### src/design/sdcwc_pkg.sv
// ============================================================================
// sdcwc_pkg
// Types, command codes, flag table and clock constants for the SD command
// word composer.
// ============================================================================
package sdcwc_pkg;

    // Widths
    localparam int EXT_W   = 30;          // base clock register
    localparam int DSR_W   = 27;          // 2*f fits below 2^27
    localparam int REM_W   = DSR_W + 1;
    localparam int QUO_W   = EXT_W;
    localparam int DQ_W    = 11;          // quotient never exceeds 1342
    localparam int PROD_W  = DQ_W + DSR_W;
    localparam int DIVO_W  = 10;
    localparam int STEP_W  = 5;
    localparam int DIV_STEPS = EXT_W;

    localparam logic [EXT_W-1:0] EXT_RESET = 30'd100000000;
    localparam logic [DIVO_W-1:0] DIV_MAX  = 10'd1023;

    // Twice the target clock for each mode, and twice (target + 1)
    localparam logic [DSR_W-1:0] F2_INIT  = 27'd800000;
    localparam logic [DSR_W-1:0] F2_STD   = 27'd50000000;
    localparam logic [DSR_W-1:0] F2_HS    = 27'd100000000;
    localparam logic [DSR_W-1:0] F2P_INIT = 27'd800002;
    localparam logic [DSR_W-1:0] F2P_STD  = 27'd50000002;
    localparam logic [DSR_W-1:0] F2P_HS   = 27'd100000002;

    // Clock modes
    localparam logic [1:0] MODE_INIT = 2'd0;
    localparam logic [1:0] MODE_STD  = 2'd1;
    localparam logic [1:0] MODE_HS   = 2'd2;

    // Command indexes with side effects
    localparam logic [5:0] CMD_GO_IDLE   = 6'd0;
    localparam logic [5:0] CMD_SWITCH    = 6'd6;
    localparam logic [5:0] CMD_SELECT    = 6'd7;
    localparam logic [5:0] CMD_IO_DIRECT = 6'd52;
    localparam logic [5:0] CMD_IO_EXT    = 6'd53;
    localparam logic [5:0] CMD_APP       = 6'd55;

    // Argument patterns
    localparam logic [31:0] HS_MASK     = 32'h8000000F;
    localparam logic [31:0] HS_MATCH    = 32'h80000001;
    localparam logic [31:0] BUSREG_MASK = 32'hFFFFFF00;
    localparam logic [31:0] BUSREG_ADDR = 32'h80000E00;
    localparam logic [31:0] ARG_W1      = 32'd0;
    localparam logic [31:0] ARG_W4      = 32'd2;
    localparam logic [1:0]  IOW_1       = 2'd0;
    localparam logic [1:0]  IOW_4       = 2'd2;

    // Command word flags
    localparam logic [31:0] W_ISDATA = 32'h0020_0000;
    localparam logic [31:0] W_IXCHK  = 32'h0010_0000;
    localparam logic [31:0] W_CRCCHK = 32'h0008_0000;
    localparam logic [31:0] W_R136   = 32'h0001_0000;
    localparam logic [31:0] W_R48    = 32'h0002_0000;
    localparam logic [31:0] W_R48B   = 32'h0003_0000;
    localparam logic [31:0] W_MULTI  = 32'h0000_0020;
    localparam logic [31:0] W_C2H    = 32'h0000_0010;
    localparam logic [31:0] W_BCEN   = 32'h0000_0002;
    localparam logic [31:0] W_CHK    = W_IXCHK | W_CRCCHK;

    typedef struct packed {
        logic [5:0]  cmd_num;
        logic [31:0] argument;
        logic [15:0] block_count;
    } cmd_in_t;

    typedef struct packed {
        logic [31:0]       command_word;
        logic              command_illegal;
        logic              wide_bus;
        logic [DIVO_W-1:0] clock_divider;
        logic              divider_saturated;
        logic              clock_changed;
    } cmd_out_t;

    typedef enum logic [1:0] {
        ST_IDLE,
        ST_DIV,
        ST_MUL,
        ST_FIN
    } seq_state_t;

    // Response type and check flags; zero marks an illegal index
    function automatic logic [31:0] flag_info(input logic [5:0] idx);
        logic [31:0] f;
        f = 32'd0;
        case (idx)
            6'd0:    f = W_IXCHK;
            6'd2:    f = W_R136;
            6'd3:    f = W_R48 | W_CHK;
            6'd5:    f = W_R48;
            6'd6:    f = W_R48 | W_CHK;
            6'd7:    f = W_R48B | W_CHK;
            6'd8:    f = W_R48 | W_CHK;
            6'd9:    f = W_R136;
            6'd11:   f = W_R48 | W_CHK;
            6'd12:   f = W_R48B | W_CHK;
            6'd13:   f = W_R48 | W_CHK;
            6'd16:   f = W_R48;
            6'd17:   f = W_R48 | W_ISDATA | W_C2H | W_CHK;
            6'd18:   f = W_R48 | W_ISDATA | W_C2H | W_MULTI | W_BCEN | W_CHK;
            6'd24:   f = W_R48 | W_ISDATA | W_CHK;
            6'd25:   f = W_R48 | W_ISDATA | W_MULTI | W_BCEN | W_CHK;
            6'd41:   f = W_R48;
            6'd52:   f = W_R48 | W_CHK;
            6'd53:   f = W_R48 | W_CHK | W_ISDATA;
            6'd55:   f = W_R48 | W_CHK;
            default: f = 32'd0;
        endcase
        return f;
    endfunction

    function automatic logic [DSR_W-1:0] mode_f2(input logic [1:0] mode);
        logic [DSR_W-1:0] v;
        case (mode)
            MODE_STD: v = F2_STD;
            MODE_HS:  v = F2_HS;
            default:  v = F2_INIT;
        endcase
        return v;
    endfunction

    function automatic logic [DSR_W-1:0] mode_f2p(input logic [1:0] mode);
        logic [DSR_W-1:0] v;
        case (mode)
            MODE_STD: v = F2P_STD;
            MODE_HS:  v = F2P_HS;
            default:  v = F2P_INIT;
        endcase
        return v;
    endfunction

endpackage

### src/design/sd_command_word_composer_unit.sv
// ============================================================================
// sd_command_word_composer_unit
// Composes the SD command/transfer word, tracks bus width, app prefix and
// clock mode, and derives the SD clock divider.
// ============================================================================
// Sequence: command acceptance, 30 restoring divider steps, one multiply step,
//   then a finish step that waits for a free output register and sets rsp_valid.
// One command at a time: the shared one-bit-per-cycle divider is busy and
//   cmd_ready stays low from acceptance until the response is loaded.
// Reset (rst_n low, asynchronous): one-line bus, 400 kHz mode, no app prefix,
//   base clock 100 MHz, no response pending.
module sd_command_word_composer_unit
    import sdcwc_pkg::*;
(
    input  logic             clk,
    input  logic             rst_n,
    // command channel
    input  logic             cmd_valid,
    output logic             cmd_ready,
    input  cmd_in_t          cmd,
    // response channel
    output logic             rsp_valid,
    input  logic             rsp_ready,
    output cmd_out_t         rsp,
    // base clock register
    input  logic             cfg_we,
    input  logic [EXT_W-1:0] cfg_data
);

    // ------------------------------------------------------------------
    // Registers
    // ------------------------------------------------------------------
    seq_state_t        state_reg, state_next;
    logic              app_reg, app_next;
    logic              bus_reg, bus_next;
    logic [1:0]        mode_reg, mode_next;
    logic [EXT_W-1:0]  ext_reg;

    // per-command payload, no reset needed
    logic [31:0]       word_reg, word_next;
    logic              illegal_reg, illegal_next;
    logic              changed_reg, changed_next;
    logic [REM_W-1:0]  rem_reg, rem_next;
    logic [QUO_W-1:0]  quo_reg, quo_next;
    logic [STEP_W-1:0] step_reg, step_next;
    logic [PROD_W-1:0] prod_reg, prod_next;

    cmd_out_t          rsp_reg, rsp_next;
    logic              rsp_valid_reg, rsp_valid_next;

    // ------------------------------------------------------------------
    // Command decode, evaluated on the accepting edge
    // ------------------------------------------------------------------
    logic        accept;
    logic [31:0] info;
    logic        legal;
    logic [31:0] dec_word;
    logic [1:0]  dec_mode;
    logic        dec_bus;

    assign cmd_ready = (state_reg == ST_IDLE);
    assign accept    = cmd_valid && cmd_ready;
    assign info      = flag_info(cmd.cmd_num);
    assign legal     = (info != 32'd0);

    always_comb
    begin
        dec_word = {2'b00, cmd.cmd_num, 24'd0} | info;
        dec_mode = mode_reg;
        dec_bus  = bus_reg;
        // CMD6 without the app prefix is the function switch and reads a
        // status block
        if (cmd.cmd_num == CMD_SWITCH && !app_reg)
            dec_word = dec_word | W_ISDATA | W_C2H;
        // CMD53: direction from the R/W flag, multiblock unless one block
        if (cmd.cmd_num == CMD_IO_EXT)
        begin
            if (!cmd.argument[31])
                dec_word = dec_word | W_C2H;
            if (cmd.block_count != 16'd1)
                dec_word = dec_word | W_MULTI | W_BCEN;
        end
        if (cmd.cmd_num == CMD_GO_IDLE)
        begin
            dec_bus  = 1'b0;
            dec_mode = MODE_INIT;
        end
        if (cmd.cmd_num == CMD_SELECT)
            dec_mode = MODE_STD;
        if (cmd.cmd_num == CMD_SWITCH)
        begin
            if (app_reg)
            begin
                // ACMD6 bus width; other codes leave it alone
                if (cmd.argument == ARG_W1)
                    dec_bus = 1'b0;
                else if (cmd.argument == ARG_W4)
                    dec_bus = 1'b1;
            end
            else if ((cmd.argument & HS_MASK) == HS_MATCH)
            begin
                dec_mode = MODE_HS;
            end
        end
        else if (cmd.cmd_num == CMD_IO_DIRECT
                 && (cmd.argument & BUSREG_MASK) == BUSREG_ADDR)
        begin
            // CMD52 write to CCCR bus interface control
            if (cmd.argument[1:0] == IOW_1)
                dec_bus = 1'b0;
            else if (cmd.argument[1:0] == IOW_4)
                dec_bus = 1'b1;
        end
    end

    // ------------------------------------------------------------------
    // Shared divider datapath: quo_reg shifts the dividend out at the top
    // and the quotient bits in at the bottom.
    // ------------------------------------------------------------------
    logic [DSR_W-1:0]  divisor;
    logic [REM_W-1:0]  trial;
    logic              fits;
    logic              round_up;
    logic [DQ_W:0]     div_full;

    assign divisor  = mode_f2(mode_reg);
    assign trial    = {rem_reg[REM_W-2:0], quo_reg[QUO_W-1]};
    assign fits     = (trial >= {1'b0, divisor});

    // raise by one when the quotient is zero or ext/(2d) > f,
    // i.e. ext >= 2d(f+1)
    assign round_up = (quo_reg == '0)
                   || ({{(PROD_W-EXT_W){1'b0}}, ext_reg} >= prod_reg);
    assign div_full = {1'b0, quo_reg[DQ_W-1:0]} + {{DQ_W{1'b0}}, round_up};

    // ------------------------------------------------------------------
    // Sequencer
    // ------------------------------------------------------------------
    always_comb
    begin
        state_next     = state_reg;
        app_next       = app_reg;
        bus_next       = bus_reg;
        mode_next      = mode_reg;
        word_next      = word_reg;
        illegal_next   = illegal_reg;
        changed_next   = changed_reg;
        rem_next       = rem_reg;
        quo_next       = quo_reg;
        step_next      = step_reg;
        prod_next      = prod_reg;
        rsp_next       = rsp_reg;
        rsp_valid_next = rsp_valid_reg;

        if (rsp_valid_reg && rsp_ready)
            rsp_valid_next = 1'b0;

        case (state_reg)
            ST_IDLE:
            begin
                if (accept)
                begin
                    illegal_next = !legal;
                    if (legal)
                    begin
                        word_next    = dec_word;
                        app_next     = (cmd.cmd_num == CMD_APP);
                        bus_next     = dec_bus;
                        mode_next    = dec_mode;
                        changed_next = (dec_mode != mode_reg);
                    end
                    else
                    begin
                        word_next    = 32'd0;
                        changed_next = 1'b0;
                    end
                    rem_next   = '0;
                    quo_next   = ext_reg;
                    step_next  = '0;
                    state_next = ST_DIV;
                end
            end
            ST_DIV:
            begin
                rem_next  = fits ? (trial - {1'b0, divisor}) : trial;
                quo_next  = {quo_reg[QUO_W-2:0], fits};
                step_next = step_reg + 1'b1;
                if (step_reg == STEP_W'(DIV_STEPS - 1))
                    state_next = ST_MUL;
            end
            ST_MUL:
            begin
                prod_next  = quo_reg[DQ_W-1:0] * mode_f2p(mode_reg);
                state_next = ST_FIN;
            end
            ST_FIN:
            begin
                // load the output register once it is free
                if (!rsp_valid_reg || rsp_ready)
                begin
                    rsp_next.command_word      = word_reg;
                    rsp_next.command_illegal   = illegal_reg;
                    rsp_next.wide_bus          = bus_reg;
                    rsp_next.clock_changed     = changed_reg;
                    if (div_full[DQ_W:DIVO_W] != '0)
                    begin
                        rsp_next.clock_divider     = DIV_MAX;
                        rsp_next.divider_saturated = 1'b1;
                    end
                    else
                    begin
                        rsp_next.clock_divider     = div_full[DIVO_W-1:0];
                        rsp_next.divider_saturated = 1'b0;
                    end
                    rsp_valid_next = 1'b1;
                    state_next     = ST_IDLE;
                end
            end
            default:
            begin
                state_next = ST_IDLE;
            end
        endcase
    end

    // ------------------------------------------------------------------
    // Control state
    // ------------------------------------------------------------------
    always_ff @(posedge clk or negedge rst_n)
    begin
        if (!rst_n)
        begin
            state_reg     <= ST_IDLE;
            app_reg       <= 1'b0;
            bus_reg       <= 1'b0;
            mode_reg      <= MODE_INIT;
            rsp_valid_reg <= 1'b0;
            ext_reg       <= EXT_RESET;
        end
        else
        begin
            state_reg     <= state_next;
            app_reg       <= app_next;
            bus_reg       <= bus_next;
            mode_reg      <= mode_next;
            rsp_valid_reg <= rsp_valid_next;
            if (cfg_we)
                ext_reg <= cfg_data;
        end
    end

    // ------------------------------------------------------------------
    // Payload
    // ------------------------------------------------------------------
    always_ff @(posedge clk)
    begin
        word_reg    <= word_next;
        illegal_reg <= illegal_next;
        changed_reg <= changed_next;
        rem_reg     <= rem_next;
        quo_reg     <= quo_next;
        step_reg    <= step_next;
        prod_reg    <= prod_next;
        rsp_reg     <= rsp_next;
    end

    assign rsp_valid = rsp_valid_reg;
    assign rsp       = rsp_reg;

endmodule

### config.mk
export PLATFORM = sky130hd
export DESIGN_NAME = sd_command_word_composer_unit
export DESIGN_NICKNAME = d
export VERILOG_FILES = /design/src/design/sdcwc_pkg.sv /design/src/design/sd_command_word_composer_unit.sv
export SDC_FILE = /design/constraint.sdc
export NUM_CORES = 1
export LEC_CHECK = 0
export BUFFER_PORTS_ARGS = -buffer_cell sky130_fd_sc_hd__buf_2
export CAP_MARGIN = 0
export CELL_PAD_IN_SITES_DETAIL_PLACEMENT = 0
export CELL_PAD_IN_SITES_GLOBAL_PLACEMENT = 1
export CORE_MARGIN = 2
export CORE_UTILIZATION = 49
export CTS_BUF_LIST = sky130_fd_sc_hd__clkbuf_8 sky130_fd_sc_hd__clkbuf_16
export DETAILED_ROUTE_END_ITERATION = 12
export GPL_TIMING_DRIVEN = 0
export PLACE_DENSITY = 0.8
export SLEW_MARGIN = 20
export SYNTH_ARGS = -nofsm -noshare
export SYNTH_HDL_FRONTEND = slang
export SYNTH_SLANG_ARGS = --single-unit
### constraint.sdc
create_clock -name clk -period 8.6 [get_ports clk]
set_input_delay 0.43 -clock clk [delete_from_list [all_inputs] [get_ports clk]]
set_output_delay 0.43 -clock clk [all_outputs]
set_load 0.02 [all_outputs]
# After elaboration in Yosys (flattened, before gate mapping)
# Memories as Yosys holds them, arrays and structs flattened.
# Index checks and enable logic that the tools add are counted.
dict set report totals {
  wordCells 104
  n_memories 1
  output_inout_bits 48
  rom_bits 512
  regBits 217
}
# name depth width read_ports rd_clocked_by_memory_dff write_ports line
set memory_table {}
lappend memory_table {{(name not given)} 64 8 1 0 0 sdcwc_pkg.sv:91} ;# case (idx)
dict set report classes {
  n_bitwise 1
  n_mul 1
  n_eq_ne 20
  n_mux 35
  addsub 3
  n_lt_le_gt_ge 2
  n_reduce_logical 22
}
# operator n
set ops {}
lappend ops {{$pmux W27 S2} 3}
lappend ops {{$mux W27} 3}
lappend ops {{$pmux W30 S2} 1}
lappend ops {{$ge A30 B38 Y1} 1}
lappend ops {{$mul A11 B27 Y38} 1}
lappend ops {{$eq A32 B2 Y1 const B} 1}
lappend ops {{$logic_not A32 Y1} 1}
lappend ops {{$or A30 B32 Y32} 1}
lappend ops {{$reduce_bool A32 Y1} 1}
lappend ops {{$logic_not A30 Y1} 1}
lappend ops {{$mux W30} 1}
lappend ops {{$ge A28 B27 Y1} 1}
lappend ops {{$sub A27 B27 Y27} 1}
lappend ops {{$eq A24 B24 Y1 const B} 1}
lappend ops {{$mux W22} 1}
lappend ops {{$eq A6 B6 Y1 const B} 3}
lappend ops {{$mux W2} 8}
lappend ops {{$ne A16 B1 Y1 const B} 1}
lappend ops {{$add A11 B1 Y12} 1}
lappend ops {{$eq A6 B3 Y1 const B} 2}
lappend ops {{$mux W1} 12}
lappend ops {{$mux W6} 2}
lappend ops {{$eq A5 B5 Y1 const B} 2}
lappend ops {{$mux W5} 2}
lappend ops {{16 further kinds} 32}

# Depth between registers and ports, before layout
# Gate-level depths: netlist of run 1.
dict set report depth {
  ltp_word 7
  ltp_mapped 25
}

# Worst setup path before layout of run 1
# Ideal clock, no wire load.
dict set report synth_path {
  kind {register to register}
  startpoint {register mode_reg[0]}
  endpoint {register prod_reg[35], data pin}
  synth_period_minus_slack_ns 6.225
  setup_ns 0.265
  required_time_ns 8.335
  path_stages_with_launch 24
  path_slack_ns 2.375
  arrival_ns 5.960
  path_buffers 3
  path_cell_list {dfrtp_1 > inv_1 > ha_1 > buf_4 > clkinv_1 > clkbuf_1 > nand2_1 > fa_1 > inv_1 > fa_1 > fa_1 > fa_1 > inv_1 > fa_1 > inv_1 > ha_1 > buf_2 > nand3_1 > nor3_1 > a21bo_2 > a211oi_1 > o21ai_0 > o21ai_0 > xor2_1}
}
dict set report synth_between {
  elab_chain_len 4
  word_cells_on_any_way 5
  cone_classes {mul: 1; eq/ne: 2; mux: 2}
}
# item line
set synth_rtl {}
lappend synth_rtl {{start, declared} sd_command_word_composer_unit.sv:36} ;# logic [1:0] mode_reg, mode_next;
lappend synth_rtl {{start signal, assigned} sd_command_word_composer_unit.sv:245} ;# mode_reg <= mode_next;
lappend synth_rtl {{$eq A2 B2 Y1 or $eq A2 B1 Y1 (tied branches)} sdcwc_pkg.sv:129} ;# case (mode)
lappend synth_rtl {{$pmux W27 S2 (*)} sdcwc_pkg.sv:129}
lappend synth_rtl {{$mux W27 (*)} sd_command_word_composer_unit.sv:158} ;# case (state_reg)
lappend synth_rtl {{$mul A11 B27 Y38 (*)} sd_command_word_composer_unit.sv:193} ;# prod_next = quo_reg[DQ_W-1:0] * mode_f2p(mode_reg);
lappend synth_rtl {{end signal, assigned} sd_command_word_composer_unit.sv:263} ;# prod_reg <= prod_next;
lappend synth_rtl {{end, declared} sd_command_word_composer_unit.sv:46} ;# logic [PROD_W-1:0] prod_reg, prod_next;
# Mark *: on every way between the ends. The rest lies on a longest branch, timed or not. The select of a mux whose other input is x is not followed.
# A chain may end at the register's enable or synchronous reset.

# Final worst setup path of run 1
# Ends and elaborated chain as after synthesis.

==> run_results.csv, run 1 <==
group,metric,value,unit
critical_path,critPathCaptureType,"flip-flop",
detailed_routing,vias,11140,
yosys,synth_fa_ha_area_share,28.43,%
placed_design,place_hpwl,31070,um
detailed_routing,drtIter0Drc,718,
cells_and_area,layout_commonest_cell,"inv_1",
die,die_h,182.7,um
critical_path,required,8.79,ns
cells_and_area,nFillCells,2825,
yosys,synth_mux_area_share,5.351,%
yosys,yosys.area.top_type,"edfxtp_1",
yosys,post_synth_xor_area_fraction,3.135,%
yosys,synth_area_leaders,"edfxtp_1 (27%), fa_1 (17%), ha_1 (12%)",
placed_design,placed_cell_area,16880,um2
cells_and_area,fin_area,17480,um2
cts,htreeDepth,4,
sta,rsz0062_at_grt,"no",
sta,period_share,87.94,%
critical_path,r2r_cells,23,
outcome,outcome,"completed",
cts,holdBufCountCts,0,
cells_and_area,fin_util,55.54,%
cts,cts_tree,"yes",
sta,setup_viol,0,
yosys,synth_compound_area_share,9.590,%
yosys,synth_top_family_by_area,"adder cells",
yosys,synth-edff-count,141,
die,die-area,33370,um2
placed_design,io_buffers,116,
cts,postCtsResizedCells,0,
sta,fmax,132.2,MHz
cts,post-cts-setup-buffer-count,0,
yosys,ys_ff_latch,178,
yosys,ys_types,78,
cts,clk_pin_slew,0.08,ns
yosys,synth.avg_cell_area,10.39,um2
global_routing,grt_pass1_vias,11260,
yosys,synth_flop_cell,"edfxtp_1",
detailed_routing,ant_nets,0,
global_routing,grt-ovfl-total,0,
die,die_w,182.7,um
sta,clock_skew,0.01378,ns
cells_and_area,seq_area,5175,um2
min_path,min_path_type,"input pin to asynchronous set/reset pin",
detailed_routing,first_pass_iters,5,
global_routing,grt_max_degree,38,
global_routing,grt_pass1_wl,61660,um
die,rows,65,
sta,slew_violations,0,
cells_and_area,antenna_cells,0,
cts,clock-root-buffer,"clkbuf_16",
cells_and_area,nets,2028,
job,cap_violations,0,
die,io_pins,137,
critical_path,startpoint_type,"flip-flop",
yosys,synth_top_area_share,27.07,%
cells_and_area,multiInputGateArea,9230,um2
cells_and_area,most-common-layout-cells,"inv_1 (256), ha_1 (148), edfxtp_1 (141)",
yosys,yosysWarnings,0,
sta,worstMarginPinSlew,0.8794,ns
placed_design,place_congestion,0.9450,
detailed_routing,wirelength,38170,um
detailed_routing,drc_errors,0,
critical_path,rr_startpoint,"mode_reg[0]",
cts,numCtsBuffers,17,
die,core,31470,um2
yosys,yosys.area_share.simple,11.97,%
cells_and_area,area_growth,11.76,%
critical_path,crit_arrival,7.75,ns
yosys,seq_area_frac_synth,33.08,%
critical_path,critPathKind,"flip-flop to flip-flop",
cts,clkLatencyLatePin,0.44,ns
yosys,synth.cell_area,15640,um2
critical_path,reg2reg_to,"prod_reg[35]",
yosys,syn_inst,1506,
sta,hold_violations,0,
cells_and_area,drive_above_1_share,15.71,%
detailed_routing,via_per_inst,5.367,
cts,clock_sinks,178,
global_routing,grt_usage,24.01,%
cells_and_area,largest_reg_flops,37,
cts,clock_path_buffers,2,
global_routing,grt_antenna_before_repair,0,
sta,timing.final.crit_period,7.563,ns
detailed_routing,avgRoutedWirePerCell,18.39,um
die,start_util,49.70,%
sta,slew_headroom,41.37,%
critical_path,timing.critical_path.fanout_max,10,
critical_path,rrSetupSlack,1.04,ns
yosys,synthArstFlopShare,20.79,%
## per-stage QoR
step | setup WS (ns) | hold WS, ns | instances | setup TNS, ns
floorplan | 2.375 | 0.1344 | 1523 | 0
global placement | -0.6497 | 0.4012 | 2041 | -39.68
detailed placement | 1.143 | 0.4056 | 2044 | 0
CTS | 1.044 | 0.1270 | 2076 | 0
global route | 0.6015 | 0.1575 | 2076 | 0
finish | 1.037 | 0.09231 | 2076 | 0
## synth_stat cells, types with 4 or more instances
| cell | number |
|---|---|
| o22ai_1 | 4 |
| or3_1 | 6 |
| fa_1 | 129 |
| o21bai_1 | 5 |
| and4_1 | 8 |
| xnor2_1 | 33 |
| nor3_1 | 19 |
| nand3_1 | 25 |
| nor2_1 | 80 |
| xor2_1 | 23 |
| a211oi_1 | 5 |
| nand2_1 | 94 |
| and2_1 | 28 |
| a21o_1 | 25 |
| o31ai_1 | 6 |
| nand2b_1 | 23 |
| nor2b_1 | 25 |
| dfrtp_1 | 25 |
| buf_4 | 21 |
| edfxtp_1 | 141 |
| or4_1 | 5 |
| nand4_1 | 18 |
| inv_1 | 255 |
| nor4_1 | 19 |
| mux2i_1 | 15 |
| mux2_2 | 59 |
| a21oi_1 | 59 |
| clkbuf_1 | 36 |
| o21a_1 | 9 |
| o21ai_0 | 49 |
| dfstp_2 | 12 |
| a21boi_0 | 5 |
| and3_1 | 4 |
| o211ai_1 | 9 |
| ha_1 | 149 |
| a31oi_1 | 6 |
## worst max-delay path by stage
stage	start	to	slack [ns]
3_5_place_dp	mode_reg[0]	prod_reg[35]	1.14
2_1_floorplan	mode_reg[0]	prod_reg[35]	2.37
3_3_place_gp	state_reg[1]	quo_reg[24]	-0.65
6_report	mode_reg[0]	prod_reg[35]	1.04
4_1_cts	mode_reg[0]	prod_reg[35]	1.04
5_1_grt	mode_reg[0]	prod_reg[35]	0.60
## final cells by class
cell class,count,area share [%]
plain buffers,65,1.990
flip-flops and latches,178,29.60
repair buffers,119,3.750
inverters,258,5.540
clock buffers,17,2.433
clock inverters,15,1.009
multi-input cells,1022,52.80
well taps,402,2.877
## metal layers
layer  part of all wire, %  GRT usage [%]  vias up
met1                    46          33.34     5453
met2                    48          39.24      246
met3                   4.2          3.672       61
li1                      -              -     5381
met4                   2.3          6.839        0
met5                     0              0        -
## kinds of logic after synthesis
group / after synthesis
adders and majority gates: 278
buffers and inverters: 323
muxes: 75
AOI/OAI and AO/OA: 226
DFF: 178
xor gates and xnor gates: 56
and+or+nand+nor: 369
other: 1
## worst max-delay path, cell delays in order (launching register included)
cell and delay [ns]:
dfrtp_1 0.40, inv_1 0.13, ha_1 0.40, buf_4 0.21
clkinv_1 0.19, clkbuf_1 0.51, nand2_1 0.29, fa_1 0.59
inv_1 0.09, fa_1 0.54, fa_1 0.45, fa_1 0.55
inv_1 0.06, fa_1 0.59, inv_1 0.06, ha_1 0.26
buf_2 0.19, nand3_1 0.16, nor3_1 0.20, a21bo_2 0.27
a211oi_1 0.49, o21ai_0 0.30, o21ai_0 0.26, xor2_1 0.11
Power of run 1 is not shown: default switching activity piles up to over one toggle a cycle in this logic, so the estimate is an artifact.
==> inputs of run 2 (changes only) <==
--- a/config.mk
+++ b/config.mk
@@ -11,9 +11,9 @@
 export CELL_PAD_IN_SITES_GLOBAL_PLACEMENT = 1
 export CORE_MARGIN = 2
-export CORE_UTILIZATION = 49
+export CORE_UTILIZATION = 45
 export CTS_BUF_LIST = sky130_fd_sc_hd__clkbuf_8 sky130_fd_sc_hd__clkbuf_16
 export DETAILED_ROUTE_END_ITERATION = 12
 export GPL_TIMING_DRIVEN = 0
-export PLACE_DENSITY = 0.8
+export PLACE_DENSITY = 0.75
 export SLEW_MARGIN = 20
 export SYNTH_ARGS = -nofsm -noshare
==> constraint.sdc (replaced) <==
create_clock -name clk -period 8.6 [get_ports clk]
set_input_delay 1.29 -clock clk [delete_from_list [all_inputs] [get_ports clk]]
set_output_delay 1.29 -clock clk [all_outputs]
set_load 0.02 [all_outputs]
==> run 2 against run 1 <==
- non-clock buffer count up 1
- worst setup slack worse by 0.098 ns
- global-route usage down 1.6 points
- sequential cell count unchanged
- routed wire length up 1.8%
- first-iteration DRC count up 12%
- worst hold slack better by 0.33 ns
- critical path type unchanged
==> run_results.csv, run 2 (same netlist as run 1, synthesis figures left out) <==
group,metric,value,unit
critical_path,crit_arrival,7.87,ns
sta,timing.final.crit_period,7.661,ns
min_path,min_path_type,"flip-flop to flip-flop",
cts,clkLatencyLatePin,0.46,ns
critical_path,critPathKind,"flip-flop to flip-flop",
cells_and_area,seq_area,5175,um2
detailed_routing,via_per_inst,5.225,
sta,setup_viol,0,
sta,slew_headroom,38.97,%
sta,slew_violations,0,
cells_and_area,multiInputGateArea,9230,um2
cells_and_area,most-common-layout-cells,"inv_1 (255), ha_1 (148), edfxtp_1 (141)",
cts,post-cts-setup-buffer-count,0,
cts,postCtsResizedCells,0,
detailed_routing,wirelength,38870,um
cells_and_area,nets,2029,
detailed_routing,avgRoutedWirePerCell,18.25,um
cts,holdBufCountCts,0,
global_routing,grt_max_degree,38,
placed_design,io_buffers,116,
sta,rsz0062_at_grt,"no",
critical_path,timing.critical_path.fanout_max,10,
sta,fmax,130.5,MHz
cells_and_area,fin_util,51.09,%
detailed_routing,ant_nets,0,
cells_and_area,largest_reg_flops,37,
die,rows,68,
detailed_routing,drtIter0Drc,801,
placed_design,place_hpwl,31530,um
global_routing,grt_usage,22.44,%
detailed_routing,first_pass_iters,6,
placed_design,place_congestion,0.8992,
cts,numCtsBuffers,17,
outcome,outcome,"completed",
critical_path,rrSetupSlack,0.94,ns
cts,htreeDepth,4,
die,core,34370,um2
critical_path,required,8.81,ns
critical_path,r2r_cells,23,
job,cap_violations,0,
critical_path,critPathCaptureType,"flip-flop",
detailed_routing,drc_errors,0,
cells_and_area,drive_above_1_share,15.82,%
detailed_routing,vias,11130,
cts,clk_pin_slew,0.08,ns
global_routing,grt_pass1_vias,11270,
sta,hold_violations,0,
sta,period_share,89.08,%
global_routing,grt-ovfl-total,0,
cts,cts_tree,"yes",
die,start_util,45.51,%
cells_and_area,nFillCells,3249,
cts,clock_sinks,178,
min_path,hold_path_depth,0,
cells_and_area,layout_commonest_cell,"inv_1",
die,die_w,190.4,um
cells_and_area,antenna_cells,0,
cts,clock-root-buffer,"clkbuf_16",
global_routing,grt_antenna_before_repair,0,
sta,clock_skew,0.009467,ns
critical_path,startpoint_type,"flip-flop",
die,die_h,190.4,um
die,die-area,36270,um2
die,io_pins,137,
global_routing,grt_pass1_wl,61870,um
cts,clock_path_buffers,2,
sta,worstMarginPinSlew,0.9154,ns
cells_and_area,area_growth,12.27,%
[run 2: routing by layer]
metal	track usage (%)	wire length, um	vias to the layer above
li1	-	-	5414
met2	37.03	18990	266
met3	2.963	1542	39
met1	30.97	17630	5410
met4	6.470	706	0
met5	0	0	-
[run 2: layout make-up]
type / count / share of cell area, %
clock inverter: 14 / 0.7837
buffer: 65 / 1.981
timing repair buffer: 120 / 3.890
inverter: 258 / 5.514
tap: 455 / 3.242
sequential: 178 / 29.47
multi-input combinational: 1022 / 52.56
clock buffer: 18 / 2.565
[run 2: per-stage QoR]
stage	instance area, um2	hold WS, ns	setup slack (ns)	setup TNS, ns	instances
finish	17560	0.4200	0.9392	0	2130
global route	17560	0.4322	0.5604	0	2130
CTS	17560	0.4227	0.9774	0	2130
detailed placement	16970	0.4045	1.049	0	2098
global placement	16860	0.4009	-0.8866	-54.32	2094
floorplan	15710	0.4003	2.375	0	1523
[run 2: worst max-delay path: stages, from the launching register on]
cell      delay [ns]
dfrtp_1         0.40
inv_1           0.12
ha_1            0.40
buf_4           0.21
clkinv_1        0.20
clkbuf_1        0.61
nand2_1         0.31
fa_1            0.60
inv_1           0.08
fa_1            0.53
fa_1            0.44
fa_1            0.56
inv_1           0.06
fa_1            0.58
inv_1           0.06
ha_1            0.28
buf_2           0.21
nand3_1         0.15
nor3_1          0.19
a21bo_2         0.26
a211oi_1        0.48
o21ai_0         0.29
o21ai_0         0.27
xor2_1          0.10
[run 2: final timing paths]
check	from	to
worst min-delay path	word_reg[27]	rsp[41]
worst max-delay path	mode_reg[0]	prod_reg[35]
max in group asynchronous	rst_n	state_reg[0]
worst min register to register	word_reg[27]	rsp[41]
min in group asynchronous	rst_n	ext_reg[9]
worst max register to register	mode_reg[0]	prod_reg[35]
Power of run 2 is left out for the same reason.
==> inputs of run 3 (changes only) <==
- BUFFER_PORTS_ARGS: -buffer_cell sky130_fd_sc_hd__buf_2 -> -buffer_cell sky130_fd_sc_hd__clkbuf_2
==> run 3 against run 2 <==
- die area stayed put
- core utilization decreased by 0.087 points
- worst setup slack gained 0.088 ns
- routed wire length shrank 0.78%
==> run_results.csv, run 3 (same netlist as run 1, synthesis figures left out) <==
group,metric,value,unit
cts,postCtsResizedCells,0,
placed_design,place_hpwl,31440,um
critical_path,path_buf_inv,8,
global_routing,grt_pass1_wl,62010,um
die,die-area,36270,um2
cells_and_area,area_growth,12.08,%
sta,worstMarginPinSlew,0.9813,ns
critical_path,critPathKind,"flip-flop to flip-flop",
cells_and_area,largest_reg_flops,37,
detailed_routing,vias,11090,
cts,clock-root-buffer,"clkbuf_16",
critical_path,r2r_cells,23,
min_path,min_to,"rsp[35]",
cts,clk_pin_slew,0.08,ns
detailed_routing,drc_errors,0,
placed_design,place_congestion,0.9397,
die,die_h,190.4,um
critical_path,path_cells,"inv_1, ha_1, buf_4, clkinv_1, clkbuf_1, nand2_1, fa_1, inv_1, fa_1, fa_1, fa_1, inv_1, fa_1, inv_1, ha_1, buf_2, nand3_1, nor3_1, a21bo_2, a211oi_1, o21ai_0, o21ai_0, xor2_1",
die,core,34370,um2
cells_and_area,most-common-layout-cells,"inv_1 (255), ha_1 (148), edfxtp_1 (141)",
critical_path,critical-path-top-delay-family,"adder cells",
die,start_util,45.51,%
global_routing,grt-ovfl-total,0,
cells_and_area,drive_above_1_share,15.82,%
min_path,hold_path_depth,0,
placed_design,io_buffers,116,
sta,setup_viol,0,
sta,hold_violations,0,
cts,numCtsBuffers,17,
outcome,outcome,"completed",
job,cap_violations,0,
critical_path,reg2reg_to,"prod_reg[35]",
detailed_routing,drtIter0Drc,711,
cts,cts_tree,"yes",
sta,fmax,132.0,MHz
detailed_routing,via_per_inst,5.206,
critical_path,timing.critical_path.fanout_max,10,
min_path,min_path_type,"flip-flop to flip-flop",
sta,tns,0,ns
detailed_routing,avgRoutedWirePerCell,18.10,um
critical_path,startpoint_type,"flip-flop",
critical_path,critPathCaptureType,"flip-flop",
sta,period_share,88.06,%
sta,hold_ws,0.4239,ns
sta,rsz0062_at_grt,"no",
cells_and_area,nets,2029,
critical_path,required,8.81,ns
detailed_routing,wirelength,38560,um
die,io_pins,137,
sta,timing.final.crit_period,7.573,ns
global_routing,grt_usage,22.30,%
cells_and_area,antenna_cells,0,
critical_path,critical_path.max_stage_delay,0.60,ns
cts,clock_path_buffers,2,
critical_path,rr_startpoint,"mode_reg[0]",
critical_path,crit_arrival,7.78,ns
cts,clkLatencyLatePin,0.46,ns
detailed_routing,ant_nets,0,
detailed_routing,first_pass_iters,5,
die,die_w,190.4,um
global_routing,grt_pass1_vias,11230,
critical_path,path_common_cell,"fa_1",
sta,clock_skew,0.01430,ns
cells_and_area,layout_commonest_cell,"inv_1",
cts,post-cts-setup-buffer-count,0,
global_routing,grt_antenna_before_repair,0,
critical_path,rrSetupSlack,1.03,ns
cts,holdBufCountCts,0,
min_path,worstHoldStart,"word_reg[21]",
sta,slew_violations,0,
cts,htreeDepth,4,
sta,slew_headroom,34.58,%
cts,clock_sinks,178,
die,rows,68,
global_routing,grt_max_degree,38,
critical_path,crit_slowest_cell,"fa_1",
==> run 3: cell types whose count changed in the layout (fill, tap and decap cells not counted), sizes merged <==
cell | before | now
clkinv | 8 | 5
clkbuf | 54 | 170
inv | 263 | 265
clkinvlp | 1 | 2
buf | 149 | 33
==> run 3: stage by stage <==
step | util, % | std cells | instance area [um2] | worst slack (ns)
floorplan | - | 1523 | 15710 | 2.375
global placement | 49.04 | 2094 | 16860 | -0.9230
detailed placement | 49.30 | 2098 | 16950 | 1.072
CTS | 51.00 | 2130 | 17530 | 1.038
global route | 51.00 | 2130 | 17530 | 0.5580
finish | 51.00 | 2130 | 17530 | 1.027
==> run 3: worst max path at each step <==
stage | startpoint | to | slack (ns) | cells past startpoint
global placement | state_reg[1] | quo_reg[16] | -0.92 | 5
finish | mode_reg[0] | prod_reg[35] | 1.03 | 23
global route | mode_reg[0] | prod_reg[35] | 0.56 | 23
floorplan | mode_reg[0] | prod_reg[35] | 2.37 | 23
detailed placement | mode_reg[0] | prod_reg[35] | 1.07 | 23
CTS | mode_reg[0] | prod_reg[35] | 1.04 | 23
==> run 3: layout make-up <==
| type | count | area (um2) |
|---|---|---|
| Buffer | 65 | 347.8 |
| Clock buffer | 18 | 450.4 |
| Clock inverter | 14 | 132.6 |
| Fill cell | 3233 | 16840 |
| Inverter | 258 | 968.4 |
| Multi-Input combinational cell | 1022 | 9230 |
| Sequential cell | 178 | 5175 |
| Tap cell | 455 | 569.3 |
| Timing Repair Buffer | 120 | 658.1 |
==> run 3: layer usage <==
layer / vias to the layer above / part of all wire (%) / routed length, um / track usage, %
li1: 5389 / - / - / -
met2: 266 / 49 / 18790 / 36.77
met3: 30 / 3.8 / 1483 / 2.760
met1: 5404 / 46 / 17790 / 31.36
met5: - / 0 / 0 / 0
met4: 0 / 1.3 / 494 / 5.426
Power of run 3 is left out for the same reason.
